`src/rtl/utf8_byte_stream_decoder_assert.svh`:
```
// Assertion macros shared by the UTF-8 decoder RTL files.
// Included by u8d_decode.sv and u8d_result_fifo.sv; the bodies compile away under SYNTHESIS.
`ifndef UTF8_BYTE_STREAM_DECODER_ASSERT_SVH
`define UTF8_BYTE_STREAM_DECODER_ASSERT_SVH

`ifndef SYNTHESIS

// Property that must hold at every clock edge outside of reset.
`define U8D_ASSERT(lbl, clk, rstn, prop) \
	lbl: assert property (@(posedge clk) disable iff (!(rstn)) (prop)) \
		else $error("u8d assertion failed");

// Condition that must never be true outside of reset.
`define U8D_NEVER(lbl, clk, rstn, cond) \
	`U8D_ASSERT(lbl, clk, rstn, !(cond))

`else

`define U8D_ASSERT(lbl, clk, rstn, prop)
`define U8D_NEVER(lbl, clk, rstn, cond)

`endif

`endif

```
`src/rtl/u8d_pkg.sv`:
```
// Shared types and constants of the UTF-8 byte stream decoder.
// No dependencies; imported by every RTL module of the block.
package u8d_pkg;

	// Widths of the result fields.
	localparam int CP_W   = 21;
	localparam int BYTE_W = 8;

	// Byte ranges and masks of the UTF-8 encoding.
	localparam logic [BYTE_W-1:0] ASCII_MAX   = 8'h7f;
	localparam logic [BYTE_W-1:0] LEAD2_MIN   = 8'hc0;
	localparam logic [BYTE_W-1:0] LEAD2_MAX   = 8'hdf;
	localparam logic [BYTE_W-1:0] LEAD3_MIN   = 8'he0;
	localparam logic [BYTE_W-1:0] LEAD3_MAX   = 8'hef;
	localparam logic [BYTE_W-1:0] LEAD4_MIN   = 8'hf0;
	localparam logic [BYTE_W-1:0] LEAD4_MAX   = 8'hf7;
	localparam logic [BYTE_W-1:0] LEAD23_MASK = 8'h1f;
	localparam logic [BYTE_W-1:0] LEAD4_MASK  = 8'h07;
	localparam logic [1:0]        CONT_TAG    = 2'b10;
	localparam logic [BYTE_W-1:0] NUL_BYTE    = 8'h00;

	// Replacement character '?' for malformed input.
	localparam logic [CP_W-1:0] QMARK = 21'h00003f;

	// Result queue geometry.
	localparam int FIFO_DEPTH = 4;
	localparam int PTR_W      = $clog2(FIFO_DEPTH);
	localparam int CNT_W      = $clog2(FIFO_DEPTH + 1);

	// One decoded result.
	typedef struct packed {
		logic [CP_W-1:0] code_point;
		logic            end_of_text;
	} result_t;

	// Results produced by one byte: zero, one or two of them.
	typedef struct packed {
		logic [1:0] num;
		result_t    first;
		result_t    second;
	} push_t;

endpackage

```
`src/rtl/u8d_decode.sv`:
```
// Sequence decoder: holds the multi-byte sequence state and turns one byte into results.
// Depends on u8d_pkg and utf8_byte_stream_decoder_assert.svh.
`include "utf8_byte_stream_decoder_assert.svh"

module u8d_decode (
	input  logic                        clk,
	input  logic                        arst_n,
	input  logic                        fire,
	input  logic [u8d_pkg::BYTE_W-1:0]  byte_in,
	output u8d_pkg::push_t              push
);
	import u8d_pkg::*;

	logic [1:0]      left_q;
	logic [CP_W-1:0] part_q;
	logic            bad_q;

	logic [1:0]      next_left;
	logic [CP_W-1:0] next_part;
	logic            next_bad;
	logic            cont_bad;
	logic [CP_W-1:0] shifted;

	// Continuation byte check and payload accumulation.
	assign cont_bad = bad_q || (byte_in[7:6] != CONT_TAG);
	assign shifted  = {part_q[CP_W-7:0], byte_in[5:0]};

	// Decode of the current byte against the sequence state.
	always_comb begin
		push      = '0;
		next_left = left_q;
		next_part = part_q;
		next_bad  = bad_q;
		if (left_q == 2'd0) begin
			priority if (byte_in == NUL_BYTE) begin
				push.num   = 2'd1;
				push.first = '{code_point: '0, end_of_text: 1'b1};
				next_part  = '0;
				next_bad   = 1'b0;
			end else if (byte_in <= ASCII_MAX) begin
				push.num   = 2'd1;
				push.first = '{code_point: {{(CP_W-BYTE_W){1'b0}}, byte_in},
					end_of_text: 1'b0};
			end else if (byte_in >= LEAD2_MIN && byte_in <= LEAD2_MAX) begin
				next_left = 2'd1;
				next_part = {{(CP_W-BYTE_W){1'b0}}, byte_in & LEAD23_MASK};
				next_bad  = 1'b0;
			end else if (byte_in >= LEAD3_MIN && byte_in <= LEAD3_MAX) begin
				next_left = 2'd2;
				next_part = {{(CP_W-BYTE_W){1'b0}}, byte_in & LEAD23_MASK};
				next_bad  = 1'b0;
			end else if (byte_in >= LEAD4_MIN && byte_in <= LEAD4_MAX) begin
				next_left = 2'd3;
				next_part = {{(CP_W-BYTE_W){1'b0}}, byte_in & LEAD4_MASK};
				next_bad  = 1'b0;
			end else begin
				push.num   = 2'd1;
				push.first = '{code_point: QMARK, end_of_text: 1'b0};
			end
		end else if (byte_in == NUL_BYTE) begin
			// A NUL cuts the open sequence short.
			push.num    = 2'd2;
			push.first  = '{code_point: QMARK, end_of_text: 1'b0};
			push.second = '{code_point: '0, end_of_text: 1'b1};
			next_left   = 2'd0;
			next_part   = '0;
			next_bad    = 1'b0;
		end else begin
			next_left = left_q - 2'd1;
			next_bad  = cont_bad;
			if (!cont_bad) begin
				next_part = shifted;
			end
			if (left_q == 2'd1) begin
				push.num   = 2'd1;
				push.first = '{code_point: (cont_bad ? QMARK : shifted),
					end_of_text: 1'b0};
				next_part  = '0;
				next_bad   = 1'b0;
			end
		end
	end

	// Sequence state registers.
	always_ff @(posedge clk or negedge arst_n) begin
		if (!arst_n) begin
			left_q <= 2'd0;
			part_q <= '0;
			bad_q  <= 1'b0;
		end else if (fire) begin
			left_q <= next_left;
			part_q <= next_part;
			bad_q  <= next_bad;
		end
	end

	// A terminating result always leaves the decoder at the start of a new text.
	`U8D_ASSERT(a_end_clears, clk, arst_n, (fire && push.num != 2'd0 && push.first.end_of_text) |=> (left_q == 2'd0 && bad_q == 1'b0))
	// Two results only come from a cut sequence: '?' then the end marker.
	`U8D_ASSERT(a_two_results, clk, arst_n, (push.num == 2'd2) |-> (push.first.code_point == QMARK && push.second.end_of_text))
	// A bad sequence mark exists only while a sequence is open.
	`U8D_NEVER(a_bad_idle, clk, arst_n, bad_q && left_q == 2'd0)

endmodule

```
`src/rtl/u8d_result_fifo.sv`:
```
// Result queue: takes up to two results per cycle and hands out one per transaction.
// Depends on u8d_pkg and utf8_byte_stream_decoder_assert.svh.
`include "utf8_byte_stream_decoder_assert.svh"

module u8d_result_fifo (
	input  logic                      clk,
	input  logic                      arst_n,
	input  logic                      push_en,
	input  u8d_pkg::push_t            push,
	output logic                      room,
	output logic                      out_valid,
	input  logic                      out_stall,
	output logic [u8d_pkg::CP_W-1:0]  code_point,
	output logic                      end_of_text
);
	import u8d_pkg::*;

	result_t            entries [FIFO_DEPTH];
	logic [PTR_W-1:0]   wr_ptr_q;
	logic [PTR_W-1:0]   rd_ptr_q;
	logic [CNT_W-1:0]   count_q;
	logic [1:0]         push_num;
	logic               pop;

	assign push_num  = push_en ? push.num : 2'd0;
	assign out_valid = (count_q != '0);
	assign pop       = out_valid && !out_stall;
	// Room for the worst case of two results from the next byte.
	assign room      = (count_q <= CNT_W'(FIFO_DEPTH - 2));

	assign code_point  = entries[rd_ptr_q].code_point;
	assign end_of_text = entries[rd_ptr_q].end_of_text;

	// Result storage.
	always_ff @(posedge clk) begin
		if (push_num != 2'd0) begin
			entries[wr_ptr_q] <= push.first;
		end
		if (push_num == 2'd2) begin
			entries[wr_ptr_q + PTR_W'(1)] <= push.second;
		end
	end

	// Pointers and fill count.
	always_ff @(posedge clk or negedge arst_n) begin
		if (!arst_n) begin
			wr_ptr_q <= '0;
			rd_ptr_q <= '0;
			count_q  <= '0;
		end else begin
			wr_ptr_q <= wr_ptr_q + PTR_W'(push_num);
			if (pop) begin
				rd_ptr_q <= rd_ptr_q + PTR_W'(1);
			end
			count_q <= count_q + CNT_W'(push_num) - CNT_W'(pop);
		end
	end

	// The queue never holds more than its depth.
	`U8D_NEVER(a_count_max, clk, arst_n, count_q > CNT_W'(FIFO_DEPTH))
	// Pushes only land in free space.
	`U8D_ASSERT(a_no_overflow, clk, arst_n, (push_num != 2'd0) |-> (count_q + CNT_W'(push_num) <= CNT_W'(FIFO_DEPTH)))
	// The fill count follows pushes and pops.
	`U8D_ASSERT(a_count_track, clk, arst_n, 1'b1 |=> (count_q == $past(count_q) + CNT_W'($past(push_num)) - CNT_W'($past(pop))))

endmodule

```
`src/rtl/utf8_byte_stream_decoder.sv`:
```
// UTF-8 byte stream decoder top level: input register, sequence decoder and result queue.
// Flow: an accepted byte waits in the input register and is decoded when it advances to the queue.
// Throughput: one byte per cycle while the result queue has room; a NUL inside a sequence yields
// two results, drained at one per cycle while out_stall is low, through the four-entry result
// queue, which stalls input when under two slots free.
// Reset: arst_n clears the sequence state and empties the input register and result queue.
// Depends on u8d_pkg, u8d_decode and u8d_result_fifo.

module utf8_byte_stream_decoder (
	input  logic                        clk,
	input  logic                        arst_n,
	input  logic                        in_valid,
	output logic                        in_stall,
	input  logic [u8d_pkg::BYTE_W-1:0]  in_byte,
	output logic                        out_valid,
	input  logic                        out_stall,
	output logic [u8d_pkg::CP_W-1:0]    code_point,
	output logic                        end_of_text
);
	import u8d_pkg::*;

	logic               valid_s1;
	logic [BYTE_W-1:0]  byte_s1;
	logic               room;
	logic               advance;
	logic               in_take;
	push_t              push;

	assign advance  = valid_s1 && room;
	assign in_stall = valid_s1 && !room;
	assign in_take  = in_valid && !in_stall;

	// Input register.
	always_ff @(posedge clk or negedge arst_n) begin
		if (!arst_n) begin
			valid_s1 <= 1'b0;
		end else if (in_take) begin
			valid_s1 <= 1'b1;
		end else if (advance) begin
			valid_s1 <= 1'b0;
		end
	end

	always_ff @(posedge clk) begin
		if (in_take) begin
			byte_s1 <= in_byte;
		end
	end

	u8d_decode u_decode (
		.clk     (clk),
		.arst_n  (arst_n),
		.fire    (advance),
		.byte_in (byte_s1),
		.push    (push)
	);

	u8d_result_fifo u_fifo (
		.clk         (clk),
		.arst_n      (arst_n),
		.push_en     (advance),
		.push        (push),
		.room        (room),
		.out_valid   (out_valid),
		.out_stall   (out_stall),
		.code_point  (code_point),
		.end_of_text (end_of_text)
	);

endmodule

```
`config.mk`:
```
export PLATFORM = sky130hd
export DESIGN_NAME = utf8_byte_stream_decoder
export DESIGN_NICKNAME = d
export VERILOG_FILES = /design/src/rtl/u8d_pkg.sv /design/src/rtl/u8d_decode.sv /design/src/rtl/u8d_result_fifo.sv /design/src/rtl/utf8_byte_stream_decoder.sv
export VERILOG_INCLUDE_DIRS = /design/src /design/src/rtl
export SDC_FILE = /design/constraint.sdc
export NUM_CORES = 1
export LEC_CHECK = 0
export BUFFER_PORTS_ARGS = -buffer_cell sky130_fd_sc_hd__clkbuf_2
export CAP_MARGIN = 40
export CORE_UTILIZATION = 60
export CTS_CLUSTER_DIAMETER = 40
export DETAILED_ROUTE_END_ITERATION = 10
export PLACE_DENSITY = 0.77
export SYNTH_ARGS = -nofsm -noshare
export SYNTH_HDL_FRONTEND = slang
export SYNTH_SLANG_ARGS = --single-unit
```
`constraint.sdc`:
```
create_clock -name clk -period 4.49 [get_ports clk]
set_clock_uncertainty 0.2 [all_clocks]
set_input_delay 0.449 -clock clk [delete_from_list [all_inputs] [get_ports clk]]
set_output_delay 0.449 -clock clk [all_outputs]
set_load 0.01 [all_outputs]
```
# After elaboration in Yosys (flattened, before gate mapping)

Memories as Yosys holds them, arrays and structs flattened.
Cells that the tools add are included.
Widths: inputs -> output; s select.

Flip-flop bits (word level): 34
RAM bits: 88
Input port bits: 12
Word-level logic and storage cells: 93
Memories kept: 1

$add $sub $neg: 6
Order comparisons: 8
Equal/unequal tests: 9
Multiplexer cells: 42
Reduce and logical (&&, ||, !) cells: 19

Memories:

| memory         | words | bits a word | rd ports | clocked after memory_dff | wr ports | RTL line              | source |
|---|---|---|---|---|---|---|---|
| u_fifo.entries | 4     | 22          | 1        | 0                        | 2        | u8d_result_fifo.sv:18 | `result_t entries [FIFO_DEPTH];` |

Operators by type and width:

| cell                | number |
|---|---|
| $mux 24             | 6 |
| $mux 15             | 9 |
| $mux 23             | 2 |
| $ge 8x8->1 const B  | 3 |
| $le 8x8->1 const B  | 3 |
| $mux 22             | 1 |
| $mux 21             | 1 |
| $mux 2              | 8 |
| $mux 1              | 15 |
| $le 8x7->1 const B  | 1 |
| $logic_not 8->1     | 1 |
| $ne 4x4->1 const B  | 2 |
| $reduce_and 4->1    | 2 |
| $logic_and 1x1->1   | 7 |
| $ne 2x2->1 const B  | 3 |
| $ne 5x5->1 const B  | 1 |
| $add 2x1->2 const B | 2 |
| $reduce_bool 2->1   | 2 |
| $add 3x2->3         | 1 |
| $le 3x2->1 const B  | 1 |
| $logic_not 1->1     | 3 |
| $ne 3x3->1 const B  | 1 |
| $reduce_and 3->1    | 1 |
| $reduce_bool 3->1   | 1 |
| 7 further kinds     | 7 |

# Logic depth before layout (Yosys ltp)

Word-level depth: 12
Mapped depth: 11
Depth with buffers taken out: 9

# Hierarchy

Synthesis repeated with hierarchy kept, for this count alone.

Cells, all modules: 402
Area total of the unflattened synthesis: 6322.3 um^2

By module, submodules not included:

| module                   | instances | cells an instance | area an instance (um^2) | seq. area each (um^2) |
|---|---|---|---|---|
| u8d_result_fifo          | 1         | 259               | 4773.3                  | 2817.7 |
| u8d_decode               | 1         | 129               | 1244.9                  | 450.4 |
| utf8_byte_stream_decoder | 1         | 14                | 304.0                   | 265.3 |

# Worst setup path before layout

No wires, ideal clock.

Path kind: register to register
Start point: register byte_s1[4]
End point: register u_fifo.count_q[2]
Arrival time: 2.432 ns
Data required time: 4.167 ns
Path slack: 1.735 ns
Cell stages (with the launch flop): 10
Path buffers: 1
Period minus slack after synthesis: 2.755 ns
Cell sequence: edfxtp_1 nor4_4 nand2_1 or3_1 buf_2 ha_1 inv_1 fa_1 xnor2_1 xnor2_1

Word-level cells in the longest chain between the ends: 11
Elaborated cells on any way between the ends: 21

RTL lines:

| element                                  | RTL line                       | source |
|---|---|---|
| start: declaration                       | utf8_byte_stream_decoder.sv:23 | `logic [BYTE_W-1:0] byte_s1;` |
| start signal: assignment                 | utf8_byte_stream_decoder.sv:46 | `byte_s1 <= in_byte;` |
| $ge 8x8->1 or $le 8x8->1 (tied branches) | u8d_decode.sv:52               | `end else if (byte_in >= LEAD4_MIN && byte_in <= LEAD4_MAX) begin` |
| $logic_and 1x1->1                        | u8d_decode.sv:52               |  |
| $mux 23                                  | u8d_decode.sv:52               |  |
| $mux 24                                  | u8d_decode.sv:48               | `end else if (byte_in >= LEAD3_MIN && byte_in <= LEAD3_MAX) begin` |
| $mux 24                                  | u8d_decode.sv:44               | `end else if (byte_in >= LEAD2_MIN && byte_in <= LEAD2_MAX) begin` |
| $mux 24                                  | u8d_decode.sv:40               | `end else if (byte_in <= ASCII_MAX) begin` |
| $mux 24                                  | u8d_decode.sv:35               | `priority if (byte_in == NUL_BYTE) begin` |
| $mux 24 (*)                              | u8d_decode.sv:34               | `if (left_q == 2'd0) begin` |
| $mux 2 (*)                               | u8d_result_fifo.sv:25          | `assign push_num = push_en ? push.num : 2'd0;` |
| $add 3x2->3 (*)                          | u8d_result_fifo.sv:55          | `count_q <= count_q + CNT_W'(push_num) - CNT_W'(pop);` |
| $sub 3x1->3 (*)                          | u8d_result_fifo.sv:55          |  |
| end signal: assignment                   | u8d_result_fifo.sv:55          |  |
| end: declaration                         | u8d_result_fifo.sv:21          | `logic [CNT_W-1:0] count_q;` |

Every way passes the cells marked *; elsewhere a longest branch is shown, timed or not.
A chain may end at the register's enable or synchronous reset.

# Worst setup path in the final report

Start point: register byte_s1[0]
End point: register u_fifo.count_q[2]

Same word-level chain as after synthesis.

==> impl_results.md <==
* Antenna diodes at 0
* Async SR Flop Fraction at 0.213
* Commonest non-fill, non-tap cell in the layout: a21oi_1
* Fin Setup TNS at 0 ns
* Final min period at 3.29 ns
* Number of enable flip-flop cells after synthesis at 12
* Number of clock sinks seen by CTS at 122
* CTS H-tree lvls at 4
* Slowest stage delay, CP at 0.59 ns
* Sum of internal, switching and leakage power at 4.98 mW
* Post-route antenna net violation count at 0
* Pre-CTS setup slack at 1.25 ns
* Combined area of the multi-input logic cells at 0.00289 mm²
* Vias in the first global route at 5,048
* Cell Count Post-Placement at 734
* Post-CTS clock slew at the launch and capture registers of the worst setup and hold paths at 0.06 ns
* Vias per cell at 6.51
* CTS Buffer Depth at 2
* Main combinational cell family by area after synthesis: compound AO/OA/AOI/OAI gates
* DP Wirelength at 9870 µm
* Crit-path cells: nor4_2 > nand2_1 > or3_1 > ha_1 > inv_1 > fa_1 > xnor2_1 > xnor2_1
* IO buf count at 35
* Final slew viol count at 0
* Gate count of the mapped netlist at 611
* Global-route usage over all layers at 0.333
* Class of the tightest hold or removal check: in2reg
* Portion of netlist area occupied by mux cells at 0.104
* Post-layout util at 0.726
* Synthesized area per cell at 9.71 µm²
* Simple-gate share of the synthesized area at 0.124
* Leakage power at 2.51 nW
* Yosys warning count at 0
* Most used DFF post-synth: dfxtp_1
* Required time worst endpoint at 4.74 ns
* Boundary pin count at 36
* Flip-flop and latch count after synthesis at 122
* Pwr/cell area at 728 mW/mm²
* Core ar. at 0.00942 mm²
* Max stage delay cell, worst path: nor4_2
* Largest vdd supply drop at 0.540 mV
* Outcome: finished, final reports clean
* Resize count post-CTS at 0
* Net count reported at finish at 651
* Inserted Clock Buffers at 17
* Slew at the pin with the worst max-slew slack at 0.953 ns
* Violation count after the first detailed-routing iteration at 442
* Count of vias placed by the detailed router at 5,049
* Commonest cells after routing, fill and taps aside: a21oi_1 (97), dfxtp_1 (84), o21ai_0 (70), nand3_1 (58), clkbuf_2 (35)
* Initial Util at 0.630
* Synthesized-area fraction occupied by xor and xnor cells at 0.0129
* Max Fanout on Critical Path at 6
* Classification of the worst setup path: reg2reg
* Filler cells at 696
* Row Count at 35
* Share of the synthesized area in compound gates (AO/OA/AOI/OAI) at 0.228
* First-pass GRT wire length at 25,400 µm
* Height of the die at 101 µm
* Buf+Inv Stages, Crit Path at 1
* TritonRoute pass-1 iters at 5
* Post-synthesis share of cell area spent on full adders, half adders and majority gates at 0.0118
* Total congestion overflow at 0
* Remaining design rule violation count at 0
* Setup Viol. Count Final at 0
* Type of element capturing the critical path: register
* Family with the most delay on the worst path: simple AND/OR/NAND/NOR gates
* Unrepaired setup endpoints after global routing: false
* Post-detailed-placement cell area at 0.00614 mm²
* Sequential fraction of the synthesis area at 0.454
* Antenna violations before repair at 0
* Clk Latency, worst-skew pair at 0.53 ns
* Die ar. at 0.0103 mm²
* CTS tree: yes
* Worst Path Arrival at 3.54 ns
* Number of distinct library cell variants in the gate-level netlist after synthesis at 55
* GP Congestion at 0.918
* Final cell count without fillers at 776
* Mean routed wirelength per cell at 20.2 µm
* Share of final-layout standard cells stronger than drive strength 1 at 0.190
* Worst setup SP type: register
* Syn_nets at 628
* Relative max-transition margin at 0.365
* Routed Wire Length at 15,700 µm
* Cell with the most instances on the worst path: xnor2_1
* Area added between synthesis and finish at 15.3%
* Cell at the root of the clock tree: clkbuf_8
* Count of final hold-check violations at 0
* Worst-case setup margin in the final layout at 1.20 ns
* # Max-Cap Violations at 0
* Design area at 0.00684 mm²
* Hold_ws at 0.0374 ns
* Area of all sequential standard cells at 0.00269 mm²
* Maximum operating frequency at 304 MHz
* Overall die width at 101 µm
* Tcrit/Tclk final at 0.732
* Largest net degree at the start of global routing at 79
* Netlist area before placement at 0.00593 mm²
[final cells by class]
cell class | count | share of cell area
multi-input cells | 408 | 0.423
flip-flops and latches | 122 | 0.394
clock buffers | 23 | 0.0761
repair buffers | 60 | 0.0578
well taps | 129 | 0.0236
inverters | 25 | 0.0137
clock inverters | 9 | 0.0117
[per-layer routing]
layer / share of wire / routed length, µm / global-route usage
met5: 0 / 0 / 0
met4: 0.030 / 475 / 0.179
met3: 0.079 / 1230 / 0.0690
met2: 0.50 / 7790 / 0.555
met1: 0.39 / 6180 / 0.407
[flip-flops by register name (all words and copies together), names as in the netlist]
signal           flops
u_decode.left_q      2
u_fifo.rd_ptr_q      2
u_fifo.count_q       3
u_decode.part_q     15
u_fifo.entries      88
u_fifo.wr_ptr_q      2
u_decode.bad_q       1
valid_s1             1
byte_s1              8
[tightest hold or removal path: cells and delay by family]
| kind | cells | cell delay, ns |
|---|---|---|
| xor+xnor | 1 | 0.13 |
| buf+inv | 1 | 0.07 |
| simple gates | 1 | 0.06 |
[Yosys cell counts, drive strengths merged (12+ instances only)]
cell | number | area (µm²)
a21oi | 98 | 490
dfxtp | 84 | 1680
o21ai | 73 | 380
nand3 | 58 | 290
buf | 36 | 219
a211oi | 30 | 225
dfrtp | 26 | 651
inv | 25 | 93.8
nor3 | 23 | 115
mux4 | 22 | 495
nand2 | 21 | 78.8
clkbuf | 20 | 75.1
edfxtp | 12 | 360
[final timing paths]
kind / from / end / slack [ns] / cells past startpoint
min in group asynchronous: arst_n / valid_s1$_DFFE_PN0P_ / 0.28 / 2
setup / recovery: byte_s1[0]$_DFFE_PP_ / u_fifo.count_q[2]$_DFF_PN0_ / 1.20 / 8
hold / removal: out_stall / u_fifo.rd_ptr_q[0]$_DFFE_PN0P_ / 0.04 / 3
max in group asynchronous: arst_n / u_decode.part_q[3]$_DFFE_PN0P_ / 3.38 / 2
hold reg to reg: u_fifo.entries[0][15]$_SDFFE_PP0P_ / u_fifo.entries[0][15]$_SDFFE_PP0P_ / 0.28 / 2
setup reg to reg: byte_s1[0]$_DFFE_PP_ / u_fifo.count_q[2]$_DFF_PN0_ / 1.20 / 8
[kinds of logic after synthesis]
group,count (synthesis)
buf+inv,81
fa+ha+maj,5
xor+xnor,7
compound gates,224
simple gates,138
flops,122
mux,34
[report_power, final]
group	total [mW]	internal (mW)	switching, mW
Clock	1.35	0.861	0.491
Combinational	2.02	0.701	1.32
Sequential	1.61	1.39	0.217
Total	4.98	2.95	2.03
[repair_timing]
action / in CTS / in global routing
hold buffers: 10 / 0
hold endpoints to repair: 35 / 0
buffers inserted: 0 / 0
Power figures use the tool's default switching activity.
